--- src/rtl/rpv_pkg.sv ---
`timescale 1ns / 1ps

package rpv_pkg;

	localparam int unsigned BYTE_W  = 8;
	localparam int unsigned MAXLEN_W = 12;
	localparam int unsigned COUNT_W = 13;
	localparam int unsigned PART_W  = 2;
	localparam int unsigned ADDR_W  = 2;
	localparam int unsigned DATA_W  = 32;

	localparam logic [COUNT_W-1:0] COUNT_MAX = COUNT_W'(4096);
	localparam logic [PART_W-1:0]  PART_MAX  = '1;
	localparam logic [MAXLEN_W-1:0] MAX_LENGTH_RESET = MAXLEN_W'(255);

	localparam logic [ADDR_W-1:0] REG_MAX_LENGTH = ADDR_W'(0);

	localparam logic [BYTE_W-1:0] CH_SLASH  = 8'h2F;
	localparam logic [BYTE_W-1:0] CH_DOT    = 8'h2E;
	localparam logic [BYTE_W-1:0] CH_SPACE  = 8'h20;
	localparam logic [BYTE_W-1:0] CH_DEL    = 8'h7F;
	localparam logic [BYTE_W-1:0] CH_BSLASH = 8'h5C;
	localparam logic [BYTE_W-1:0] CH_COLON  = 8'h3A;
	localparam logic [BYTE_W-1:0] CH_STAR   = 8'h2A;
	localparam logic [BYTE_W-1:0] CH_QMARK  = 8'h3F;
	localparam logic [BYTE_W-1:0] CH_QUOTE  = 8'h22;
	localparam logic [BYTE_W-1:0] CH_LT     = 8'h3C;
	localparam logic [BYTE_W-1:0] CH_GT     = 8'h3E;
	localparam logic [BYTE_W-1:0] CH_BAR    = 8'h7C;

	typedef struct packed {
		logic [COUNT_W-1:0] byte_count;
		logic [PART_W-1:0]  part_length;
		logic               part_all_dots;
		logic [BYTE_W-1:0]  previous_byte;
		logic               rejected_flag;
	} path_state_t;

	localparam path_state_t STATE_RESET = '{
		byte_count:    '0,
		part_length:   '0,
		part_all_dots: 1'b1,
		previous_byte: '0,
		rejected_flag: 1'b0
	};

	typedef struct packed {
		logic [BYTE_W-1:0] path_byte;
		logic              last;
		logic              empty_path;
	} path_item_t;

	typedef struct packed {
		logic               accepted;
		logic [COUNT_W-1:0] path_length;
	} verdict_t;

	function automatic logic bad_byte(input logic [BYTE_W-1:0] b);
		logic hit;
		hit = (b < CH_SPACE) || (b inside {CH_DEL, CH_BSLASH, CH_COLON, CH_STAR,
			CH_QMARK, CH_QUOTE, CH_LT, CH_GT, CH_BAR});
		return hit;
	endfunction

	// component that is closing now is empty, "." or "..", or ends in dot or space
	function automatic logic part_faulty(input path_state_t st);
		logic f;
		f = (st.part_length == '0)
			|| (st.part_all_dots && (st.part_length <= PART_W'(2)))
			|| (st.previous_byte == CH_DOT) || (st.previous_byte == CH_SPACE);
		return f;
	endfunction

endpackage

--- src/rtl/rpv_if.sv ---
`timescale 1ns / 1ps

interface rpv_path_if;
	logic                      valid;
	logic                      ready;
	logic [rpv_pkg::BYTE_W-1:0] path_byte;
	logic                      last;
	logic                      empty_path;

	modport source (output valid, path_byte, last, empty_path, input ready);
	modport sink (input valid, path_byte, last, empty_path, output ready);
endinterface

interface rpv_verdict_if;
	logic                        valid;
	logic                        ready;
	logic                        accepted;
	logic [rpv_pkg::COUNT_W-1:0] path_length;

	modport source (output valid, accepted, path_length, input ready);
	modport sink (input valid, accepted, path_length, output ready);
endinterface

--- src/rtl/relative_path_validator_unit.sv ---
`timescale 1ns / 1ps
// pipeline: a path byte is taken into the input register and checked there by rpv_step; the
// verdict for a last byte is held in the result register until the receiver takes it
// throughput: one byte per cycle, set by the single check stage after the input register;
// a verdict held back by the receiver stalls the input
// reset: arst_n clears the path state, the pipeline valid bits and sets max_length to 255

module relative_path_validator_unit (
	input  logic                         clk,
	input  logic                         arst_n,
	rpv_path_if.sink                     path,
	rpv_verdict_if.source                verdict,
	input  logic                         psel,
	input  logic                         penable,
	input  logic                         pwrite,
	input  logic [rpv_pkg::ADDR_W-1:0]   paddr,
	input  logic [rpv_pkg::DATA_W-1:0]   pwdata,
	output logic [rpv_pkg::DATA_W-1:0]   prdata,
	output logic                         pready
);
	import rpv_pkg::*;

	logic [MAXLEN_W-1:0] max_length_q;
	logic                valid_s1;
	path_item_t          item_s1;
	path_state_t         state_q;
	path_state_t         state_next;
	verdict_t            verdict_next;
	logic                out_valid_q;
	verdict_t            out_q;
	logic                advance;

	// configuration port
	assign pready = 1'b1;

	always_comb begin
		prdata = '0;
		if (paddr == REG_MAX_LENGTH) begin
			prdata = DATA_W'(max_length_q);
		end
	end

	always_ff @(posedge clk or negedge arst_n) begin
		if (!arst_n) begin
			max_length_q <= MAX_LENGTH_RESET;
		end else if (psel && penable && pwrite && pready && (paddr == REG_MAX_LENGTH)) begin
			max_length_q <= pwdata[MAXLEN_W-1:0];
		end
	end

	// result register frees up when empty or when its transfer completes
	assign advance    = !out_valid_q || verdict.ready;
	assign path.ready = !valid_s1 || advance;

	always_ff @(posedge clk or negedge arst_n) begin
		if (!arst_n) begin
			valid_s1 <= 1'b0;
		end else if (path.ready) begin
			valid_s1 <= path.valid;
		end
	end

	always_ff @(posedge clk) begin
		if (path.ready && path.valid) begin
			item_s1.path_byte  <= path.path_byte;
			item_s1.last       <= path.last;
			item_s1.empty_path <= path.empty_path;
		end
	end

	rpv_step u_step (
		.st         (state_q),
		.item       (item_s1),
		.max_length (max_length_q),
		.st_next    (state_next),
		.verdict    (verdict_next)
	);

	always_ff @(posedge clk or negedge arst_n) begin
		if (!arst_n) begin
			state_q     <= STATE_RESET;
			out_valid_q <= 1'b0;
		end else if (advance) begin
			if (valid_s1) begin
				state_q <= state_next;
			end
			out_valid_q <= valid_s1 && item_s1.last;
		end
	end

	always_ff @(posedge clk) begin
		if (advance && valid_s1 && item_s1.last) begin
			out_q <= verdict_next;
		end
	end

	assign verdict.valid       = out_valid_q;
	assign verdict.accepted    = out_q.accepted;
	assign verdict.path_length = out_q.path_length;

endmodule

--- src/rtl/rpv_step.sv ---
`timescale 1ns / 1ps

module rpv_step (
	input  rpv_pkg::path_state_t           st,
	input  rpv_pkg::path_item_t            item,
	input  logic [rpv_pkg::MAXLEN_W-1:0]   max_length,
	output rpv_pkg::path_state_t           st_next,
	output rpv_pkg::verdict_t              verdict
);
	import rpv_pkg::*;

	path_state_t upd;
	logic        reject;

	always_comb begin
		upd = st;
		if (!item.empty_path) begin
			if (st.byte_count != COUNT_MAX) begin
				upd.byte_count = st.byte_count + COUNT_W'(1);
			end
			if (item.path_byte == CH_SLASH) begin
				if (part_faulty(st)) begin
					upd.rejected_flag = 1'b1;
				end
				upd.part_length   = '0;
				upd.part_all_dots = 1'b1;
			end else begin
				if (bad_byte(item.path_byte)) begin
					upd.rejected_flag = 1'b1;
				end
				if (st.part_length != PART_MAX) begin
					upd.part_length = st.part_length + PART_W'(1);
				end
				if (item.path_byte != CH_DOT) begin
					upd.part_all_dots = 1'b0;
				end
			end
			upd.previous_byte = item.path_byte;
		end
	end

	always_comb begin
		reject = upd.rejected_flag
			|| (upd.byte_count == '0)
			|| (upd.byte_count > {1'b0, max_length})
			|| part_faulty(upd);
		verdict.accepted    = !reject;
		verdict.path_length = upd.byte_count;
		st_next = item.last ? STATE_RESET : upd;
	end

endmodule
--- src/flat_wrapper.sv ---
// flat-port wrapper written by rule: the top's interface ports become plain ports
module relative_path_validator_unit_flat import rpv_pkg::*;
  (clk, arst_n, psel, penable, pwrite, paddr, pwdata, prdata, pready, path_valid, path_path_byte, path_last, path_empty_path, path_ready, verdict_valid, verdict_accepted, verdict_path_length, verdict_ready);
  rpv_path_if path_i ();
  rpv_verdict_if verdict_i ();
  input  logic clk;
  input  logic arst_n;
  input  logic psel;
  input  logic penable;
  input  logic pwrite;
  input  logic [rpv_pkg::ADDR_W-1:0] paddr;
  input  logic [rpv_pkg::DATA_W-1:0] pwdata;
  output logic [rpv_pkg::DATA_W-1:0] prdata;
  output logic pready;
  input wire logic [$bits(path_i.valid)-1:0] path_valid;
  input wire logic [$bits(path_i.path_byte)-1:0] path_path_byte;
  input wire logic [$bits(path_i.last)-1:0] path_last;
  input wire logic [$bits(path_i.empty_path)-1:0] path_empty_path;
  output wire logic [$bits(path_i.ready)-1:0] path_ready;
  output wire logic [$bits(verdict_i.valid)-1:0] verdict_valid;
  output wire logic [$bits(verdict_i.accepted)-1:0] verdict_accepted;
  output wire logic [$bits(verdict_i.path_length)-1:0] verdict_path_length;
  input wire logic [$bits(verdict_i.ready)-1:0] verdict_ready;
  assign path_i.valid = path_valid;
  assign path_i.path_byte = path_path_byte;
  assign path_i.last = path_last;
  assign path_i.empty_path = path_empty_path;
  assign path_ready = path_i.ready;
  assign verdict_valid = verdict_i.valid;
  assign verdict_accepted = verdict_i.accepted;
  assign verdict_path_length = verdict_i.path_length;
  assign verdict_i.ready = verdict_ready;
  relative_path_validator_unit u_core (.clk(clk), .arst_n(arst_n), .path(path_i), .verdict(verdict_i), .psel(psel), .penable(penable), .pwrite(pwrite), .paddr(paddr), .pwdata(pwdata), .prdata(prdata), .pready(pready));
endmodule
--- config.mk ---
export PLATFORM = sky130hd
export DESIGN_NAME = relative_path_validator_unit_flat
export DESIGN_NICKNAME = d
export VERILOG_FILES = /design/src/rtl/rpv_pkg.sv /design/src/rtl/rpv_if.sv /design/src/rtl/relative_path_validator_unit.sv /design/src/rtl/rpv_step.sv /design/src/flat_wrapper.sv
export SDC_FILE = /design/constraint.sdc
export NUM_CORES = 1
export LEC_CHECK = 0
export ABC_AREA = 0
export BUFFER_PORTS_ARGS = -buffer_cell sky130_fd_sc_hd__buf_2
export CAP_MARGIN = 15
export CORE_ASPECT_RATIO = 1.5
export CORE_MARGIN = 1
export CORE_UTILIZATION = 50
export CTS_CLUSTER_SIZE = 10
export DETAILED_ROUTE_END_ITERATION = 7
export PLACE_DENSITY = 0.75
export SLEW_MARGIN = 25
export SYNTH_ARGS = -nofsm -noshare
export SYNTH_HDL_FRONTEND = slang
export SYNTH_SLANG_ARGS = --single-unit
--- constraint.sdc ---
create_clock -name clk -period 5 [get_ports clk]
set_input_delay 0.25 -clock clk [delete_from_list [all_inputs] [get_ports clk]]
set_output_delay 0.25 -clock clk [all_outputs]
set_load 0.005 [all_outputs]
==> impl_metrics.toml, run 1 <==
[run_status]
status = "finished with violations"
violations = "design-rule violations"

[pwr]
p_leak_nw = 1.895
ir_drop_uv = 194.3
powerDensity_mw_per_mm2 = 334.2

[clock_tree]
ctsHtreeMaxLevel = 3
holdBufCountCts = 0
cts_root_buf = "clkbuf_8"
cts_buffer_depth = 2
cts_resized = 0
path_clk_slew_ns = 0.07
worst_skew_pair.late_latency_ns = 0.35
tritoncts = "done"
postCtsSetupRepairBufs = 0
cts_sinks = 63
cts_buffers = 9

[final_layout]
final_common_cell = "buf_2"
layout-drive-gt1-share = 0.2574
diodes = 0
nets = 464
mostFrequentLayoutCells = "58 x buf_2, 30 x dfrtp_1, 26 x o21ai_0"
syn_to_final_growth_pct = 11.32

[place]
dpl.hpwl_um = 5185
pre_cts_ws_ns = 1.796
io_buffers = 58
gp_congestion = 0.8996

[sta]
fin_skew_ns = 0.009163
hold_violations = 0
layout_min_cycle_time_ns = 3.274
setup_slack_ns = 1.726
tns_ns = 0
period_share = 0.6548
tightest_slew_ns = 0.8749
slew_headroom = 0.4167
report.final.slew_viol_count = 0
setup_viol = 0
max_freq_mhz = 305.5
rsz0062_at_grt = "false"

[routing]
antenna_left = 0
drtIter0Drc = 169
routed_wl_um = 7056
vias = 2665
via_per_inst = 5.529
routedWlPerCell_um = 14.64
drtPass1Iterations = 6
drc_errors = 4

[critical_path]
start_kind = "flop"
crit_fanout = 18
cp.arrival_ns = 3.49
path_class = "flop to flop"
crit_required_ns = 5.22
cp-end-kind = "flop"

[worst_hold_path]
min_path_type = "input port to async pin"

[synth]
synth_ff_type = "dfrtp_1"
yosysWarnings = 0
syn_area_mm2 = 0.003602
syn_inst = 349
ys_ff_latch = 63
synth_edf_count = 24
async_flop_share = 0.6190
synth_cell_type_count = 59
synth.avg_cell_area_um2 = 10.32
seq_area_frac_synth = 0.4741

[grt]
grt_overflow = 0
grt_pass1_wl_um = 11520
grt_usage = 0.2010
grt_max_degree = 40
antenna_found_initial = 0
grt_pass1_vias = 2581

[floorplan]
fp.dieW_um = 71.31
ios = 100
rows = 37
initial_core_util = 0.5222
die_height_um = 106.0
dieArea_mm2 = 0.007555
core_mm2 = 0.006898

[run]
maxCapViolCount = 0
==> cells in the mapped netlist, drive strengths merged (2+ instances only) <==
master  count  area share
dfrtp      30        0.21
buf        27       0.058
o21ai      27       0.038
nand2      25       0.026
edfxtp     24        0.20
inv        20       0.021
nor3       17       0.024
nor2       16       0.017
a21oi      15       0.021
and3       15       0.029
ha         14       0.049
clkbuf     13       0.014
mux2       12       0.038
dfstp       9       0.066
xnor2       9       0.024
nand4       8       0.014
a22o        7       0.017
nand3       7      0.0097
and2        6       0.010
xor2        6       0.015
a31oi       3      0.0069
mux2i       3      0.0083
nor2b       3      0.0052
nor4b       3       0.013
a21o        2      0.0042
and4        2      0.0056
conb        2      0.0021
nand2b      2      0.0035
nor4        2      0.0076
o211ai      2      0.0042
o31a        2      0.0049
==> report_power, final <==
part / total (mW) / internal, mW / switching [mW]
Clock: 0.430 / 0.241 / 0.188
Sequential: 0.661 / 0.613 / 0.0477
Combinational: 0.250 / 0.114 / 0.136
Total: 1.34 / 0.969 / 0.372
==> worst max-delay path, stage by stage, from the launching register on <==
cell,delay (ns)
edfxtp_1,0.66
and4b_1,0.51
nand3_1,0.13
xnor2_1,0.42
ha_1,0.34
a211o_1,0.26
o211ai_1,0.10
a21oi_1,0.09
a2111o_1,0.39
nand2_1,0.09
o211a_1,0.15
==> sequential cells by signal (all words and copies together), names as in the netlist <==
| signal | count |
|---|---|
| u_core.valid_s1 | 1 |
| u_core.item_s1 | 10 |
| u_core.verdict.path_length | 13 |
| u_core.state_q | 25 |
| u_core.max_length_q | 12 |
| u_core.verdict.valid | 1 |
| u_core.verdict.accepted | 1 |
==> stage by stage <==
step	utilization	hold WS, ns	instances	total power [mW]	instance area (um2)
6_report	0.5814	0.01169	482	1.340	4010
5_1_grt	0.5814	0.06083	482	1.415	4010
4_1_cts	0.5814	0.04373	482	1.349	4010
3_5_place_dp	0.5538	0.4204	466	0.9194	3820
3_3_place_gp	0.5538	0.4085	466	0.9070	3820
2_1_floorplan	-	-0.04559	368	0.8458	3674
==> layout make-up <==
type                       instances  area (um2)
fill                             585        2888
sequential                        63        1708
clock inverter                     4       45.04
tap                               78       97.59
timing repair buffer              60       305.3
inverter                          20       75.07
multi-input combinational        245        1634
clock buffer                      12       145.1
==> logic make-up after synthesis <==
family | Yosys count | share of synthesized area
compound gates | 68 | 0.1198
xor+xnor | 15 | 0.03856
fa+ha+maj | 15 | 0.05141
buf+inv | 60 | 0.09204
flops | 63 | 0.4741
mux | 15 | 0.04585
other cells | 2 | 0.002085
simple gates | 111 | 0.1761
==> path summary, 6_finish.rpt <==
kind | cells past startpoint | slack, ns | startpoint | to
max | 10 | 1.73 | u_core.item_s1[0] | u_core.verdict.accepted
min | 1 | 0.01 | arst_n | u_core.max_length_q[9]
max reg2reg | 10 | 1.73 | u_core.item_s1[0] | u_core.verdict.accepted
min reg2reg | 2 | 0.50 | u_core.state_q[9] | u_core.state_q[9]
max in group asynchronous | 1 | 4.44 | arst_n | u_core.state_q[16]
min in group clk | 1 | 0.07 | path_path_byte[7] | u_core.item_s1[9]
==> layer usage <==
layer / GRT usage / vias to the layer above / share of wire
met3: 0.04455 / 17 / 0.045
met4: 0.1343 / 0 / 0.032
li1: - / 1307 / -
met1: 0.2077 / 1263 / 0.38
met5: 0 / - / 0
met2: 0.3565 / 78 / 0.54
Power figures use the tool's default switching activity.
==> run 2: changes to the inputs <==
CORE_UTILIZATION = 48   (was 50)
clock period = 2.6 ns   (was 5 ns; I/O delays follow)
==> impl_metrics.toml, run 2 (synthesis gave the netlist of run 1 again) <==
[run_status]
status = "finished with violations"
violations = "negative setup slack"

[sta]
setup_slack_ns = -0.05272
fin_skew_ns = 0.01579
report.final.slew_viol_count = 0
hold_violations = 0
max_freq_mhz = 377.0
period_share = 1.020
setup_viol = 1
tightest_slew_ns = 0.8925
layout_min_cycle_time_ns = 2.653
slew_headroom = 0.4050
rsz0062_at_grt = "true"

[critical_path]
start_kind = "flop"
cp-end-kind = "flop"
path_class = "flop to flop"
r2r-start = "u_core.state_q[15]"
crit_start = "u_core.state_q[15]"
cp.arrival_ns = 2.87
crit_required_ns = 2.81
crit_fanout = 4

[clock_tree]
cts_buffer_depth = 2
worst_skew_pair.late_latency_ns = 0.36
cts_buffers = 9
cts_sinks = 63
cts_root_buf = "clkbuf_8"
tritoncts = "done"
path_clk_slew_ns = 0.08
ctsHtreeMaxLevel = 3

[routing]
antenna_left = 0
drc_errors = 0
vias = 3135
routedWlPerCell_um = 16.30
routed_wl_um = 9342
drtIter0Drc = 245
via_per_inst = 5.471
drtPass1Iterations = 5

[place]
dpl.hpwl_um = 6363
postPlaceCellArea_mm2 = 0.004164
io_buffers = 58
place_inst = 528
gp_congestion = 0.8935

[final_layout]
syn_to_final_growth_pct = 32.23
final_common_cell = "buf_2"
diodes = 0
finalNonFillerCells = 573
layout-drive-gt1-share = 0.3658
mostFrequentLayoutCells = "58 x buf_2, 49 x buf_4, 28 x dfrtp_1"
nets = 533
fin_area_mm2 = 0.004763
top_register = "u_core.state_q"
largest_reg_flops = 25

[worst_hold_path]
min_path_type = "input port to flop"
hp-start = "pwdata[10]"

[grt]
grt_pass1_wl_um = 14680
grt_pass1_vias = 3142
antenna_found_initial = 0
grt_max_degree = 40
grt_overflow = 0
grt_usage = 0.2510

[floorplan]
rows = 38
dieArea_mm2 = 0.007862
fp.dieW_um = 72.73
initial_core_util = 0.4984
core_mm2 = 0.007227
die_height_um = 108.1
ios = 100

[pwr]
powerDensity_mw_per_mm2 = 592.6
p_leak_nw = 2.298
ir_drop_uv = 549.9

[run]
maxCapViolCount = 0
==> run 2: changes by cell type in the layout (fill, tap and decap cells not counted), moves of 3 or more <==
cell,delta
buf_4,+47
clkinv_2,-3
dlygate4sd3_1,+22
ha_1,-3
o21ai_0,-3
xnor2_1,-3
==> run 2: metrics by stage <==
stage                 util  setup TNS [ns]  hold slack [ns]  power, mW  setup slack, ns
floorplan                -               0          -0.1656      1.631          0.01721
global placement    0.5762        -0.01012           0.2911      1.791         -0.01012
detailed placement  0.5762        -0.09536           0.3009      1.830         -0.09536
CTS                 0.6456        -0.05110         0.001075      2.785         -0.05110
global route        0.6591         -0.1566         0.004095      2.955          -0.1566
finish              0.6591        -0.05272          0.01116      2.823         -0.05272
==> run 2: power by group <==
group | internal (mW) | total, mW | switching [mW] | leakage, nW
logic | 0.318 | 0.649 | 0.331 | 1.46
clock network | 0.494 | 0.905 | 0.411 | 0.114
registers | 1.18 | 1.27 | 0.0889 | 0.722
total | 1.99 | 2.82 | 0.831 | 2.30
==> run 2: per-layer routing <==
layer,vias to the layer above,GRT usage,wire length [um]
li1,1443,-,-
met1,1541,0.2491,3266
met2,123,0.4646,5263
met3,28,0.05778,382
met4,0,0.1485,429
met5,-,0,0
==> run 2: worst paths after layout <==
| path | to | slack [ns] | cells after the start |
|---|---|---|---|
| worst max-delay path | u_core.verdict.accepted | -0.05 | 10 |
| worst min-delay path | u_core.max_length_q[10] | 0.01 | 2 |
| max in group asynchronous | u_core.state_q[14] | 1.54 | 2 |
| min in group asynchronous | u_core.max_length_q[9] | 0.43 | 2 |
| worst max register to register | u_core.verdict.accepted | -0.05 | 10 |
| worst min register to register | u_core.state_q[9] | 0.51 | 2 |
==> run 2: critical path, stage by stage (launching register included) <==
cell,delay (ns)
dfrtp_2,0.44
and3_4,0.21
and4_4,0.22
and3_4,0.19
xor2_1,0.21
ha_1,0.30
o21ai_1,0.22
nor3_2,0.07
a2111o_1,0.41
nand2_1,0.09
o211a_1,0.15
==> run 2: final cells by class <==
type	instances	area [um2]
flip-flops and latches	63	1710
clock buffers	12	187.7
inverters	20	75.07
clock inverters	4	30.03
multi-input cells	245	1757
repair buffers	129	878.3
fillers	542	2464
well taps	100	125.1
==> run 2: repair_timing <==
action	CTS	global route
cloned	0	0
setup endpoints to repair	1	1
buffers inserted	5	3
pin swaps	9	14
endpoints found under the hold margin	51	0
gates resized for setup	10	16
hold buffers	22	0
==> run 3: changes to the inputs <==
CORE_UTILIZATION = 45   (was 48)
PLACE_DENSITY = 0.71   (was 0.75)
==> impl_metrics.toml, run 3 (synthesis gave the netlist of run 1 again) <==
[worst_hold_path]
min_path_type = "input port to flop"
min_path_cells = 2

[routing]
drc_errors = 0
routedWlPerCell_um = 15.55
drtPass1Iterations = 5
antenna_left = 0
vias = 3007
drtIter0Drc = 166
routed_wl_um = 8788
via_per_inst = 5.322

[floorplan]
dieArea_mm2 = 0.008374
fp.dieW_um = 75.05
rows = 39
core_mm2 = 0.007661
initial_core_util = 0.4702
ios = 100
die_height_um = 111.6

[pwr]
p_leak_nw = 2.304
total_power_mw = 3.160
ir_drop_uv = 501.0
powerDensity_mw_per_mm2 = 657.5

[final_layout]
nFillCells = 603
layout-drive-gt1-share = 0.3758
largest_reg_flops = 25
syn_to_final_growth_pct = 33.41
top_register = "u_core.state_q"
nets = 523
diodes = 0
final_common_cell = "buf_2"
mostFrequentLayoutCells = "58 x buf_2, 48 x buf_4, 30 x dfrtp_1"
finalNonFillerCells = 565

[clock_tree]
ctsHtreeMaxLevel = 3
cts_sinks = 63
cts_buffer_depth = 2
cts_buffers = 9
tritoncts = "done"
path_clk_slew_ns = 0.06
worst_skew_pair.late_latency_ns = 0.34
cts_root_buf = "clkbuf_16"

[sta]
period_share = 1.013
worst_hold_slack_ns = 0.02389
rsz0062_at_grt = "true"
tightest_slew_ns = 0.8864
report.final.slew_viol_count = 0
setup_slack_ns = -0.03498
layout_min_cycle_time_ns = 2.635
max_freq_mhz = 379.5
setup_viol = 1
fin_skew_ns = 0.009487
slew_headroom = 0.4091
hold_violations = 0

[place]
gp_congestion = 0.8790
place_inst = 531
io_buffers = 58
dpl.hpwl_um = 6164

[grt]
grt_max_degree = 40
grt_overflow = 0
antenna_found_initial = 0
grt_pass1_wl_um = 13350
grt_pass1_vias = 2963
grt_usage = 0.2152

[run_status]
status = "finished with violations"
violations = "negative setup slack"

[critical_path]
start_kind = "flop"
slowest_stage = "dfrtp_1"
cpPeakStageDelay_ns = 0.42
cpMostUsedCell = "buf_4"
cp-end-kind = "flop"
crit_required_ns = 2.80
cp.arrival_ns = 2.84
path_class = "flop to flop"
reg2reg_depth = 11
path_cells = "ha_2 -> and4b_2 -> buf_4 -> buf_4 -> xor2_2 -> ha_1 -> nor2_1 -> nor3_2 -> a2111o_1 -> nand2_1 -> o211a_1"
crit_fanout = 5

[run]
maxCapViolCount = 0
==> run 3: changes by cell type in the layout (fill, tap and decap cells not counted), sizes merged <==
cell | before | now
dlygate4sd3 | 22 | 12
clkbuf | 12 | 10
clkinv | 1 | 3
bufinv | 0 | 1
inv | 23 | 22
==> run 3: power breakdown <==
part | internal (mW) | total [mW] | leakage [nW] | switching [mW]
Clock | 0.811 | 1.26 | 0.159 | 0.454
Sequential | 1.18 | 1.26 | 0.725 | 0.0795
Combinational | 0.308 | 0.635 | 1.42 | 0.328
Total | 2.30 | 3.16 | 2.30 | 0.861
==> run 3: path summary, 6_finish.rpt <==
path	from	end	slack (ns)
setup / recovery	u_core.state_q[13]	u_core.verdict.accepted	-0.03
hold / removal	pwdata[1]	u_core.max_length_q[1]	0.02
setup reg to reg	u_core.state_q[13]	u_core.verdict.accepted	-0.03
hold reg to reg	u_core.state_q[7]	u_core.state_q[7]	0.51
max in group asynchronous	arst_n	u_core.state_q[22]	1.56
min in group asynchronous	arst_n	u_core.verdict.valid	0.47
==> run 3: repair_timing <==
action / in CTS / in global routing
endpoints found under the setup margin: 1 / 1
hold buffers: 12 / 0
pin swaps: 4 / 16
buffers inserted: 3 / 3
endpoints found under the hold margin: 41 / 0
gates resized for setup: 10 / 18
==> run 3: area by class of cell <==
type | instances | area [um2] | share of cell area
timing repair buffer | 119 | 782.0 | 0.1627
sequential | 63 | 1708 | 0.3554
multi-input combinational | 245 | 1789 | 0.3723
clock inverter | 6 | 73.82 | 0.01536
tap | 102 | 127.6 | 0.02656
clock buffer | 10 | 250.2 | 0.05207
inverter | 20 | 75.07 | 0.01562
==> run 3: stage by stage <==
stage / instance area (um2) / TNS, ns / worst slack, ns / util
after global placement: 4174 / -0.01634 / -0.01634 / 0.5448
after global routing: 4806 / -0.08171 / -0.08171 / 0.6273
after floorplan: 3691 / 0 / 0.01721 / -
after detailed placement: 4174 / -0.06661 / -0.06661 / 0.5448
after CTS: 4684 / -0.01450 / -0.01450 / 0.6115
final: 4806 / -0.03498 / -0.03498 / 0.6273
==> run 3: worst max-delay path: cells and delay by family (launching register included) <==
family / cells / cell delay (ns)
flops: 1 / 0.42
xor+xnor: 1 / 0.22
fa+ha+maj: 2 / 0.50
compound gates: 2 / 0.56
buf+inv: 2 / 0.28
simple gates: 4 / 0.51
==> run 3: metal layers <==
metal	GRT usage	part of all wire
met1	0.2242	0.35
met2	0.3766	0.56
met3	0.03529	0.040
met4	0.1497	0.043
met5	0	0
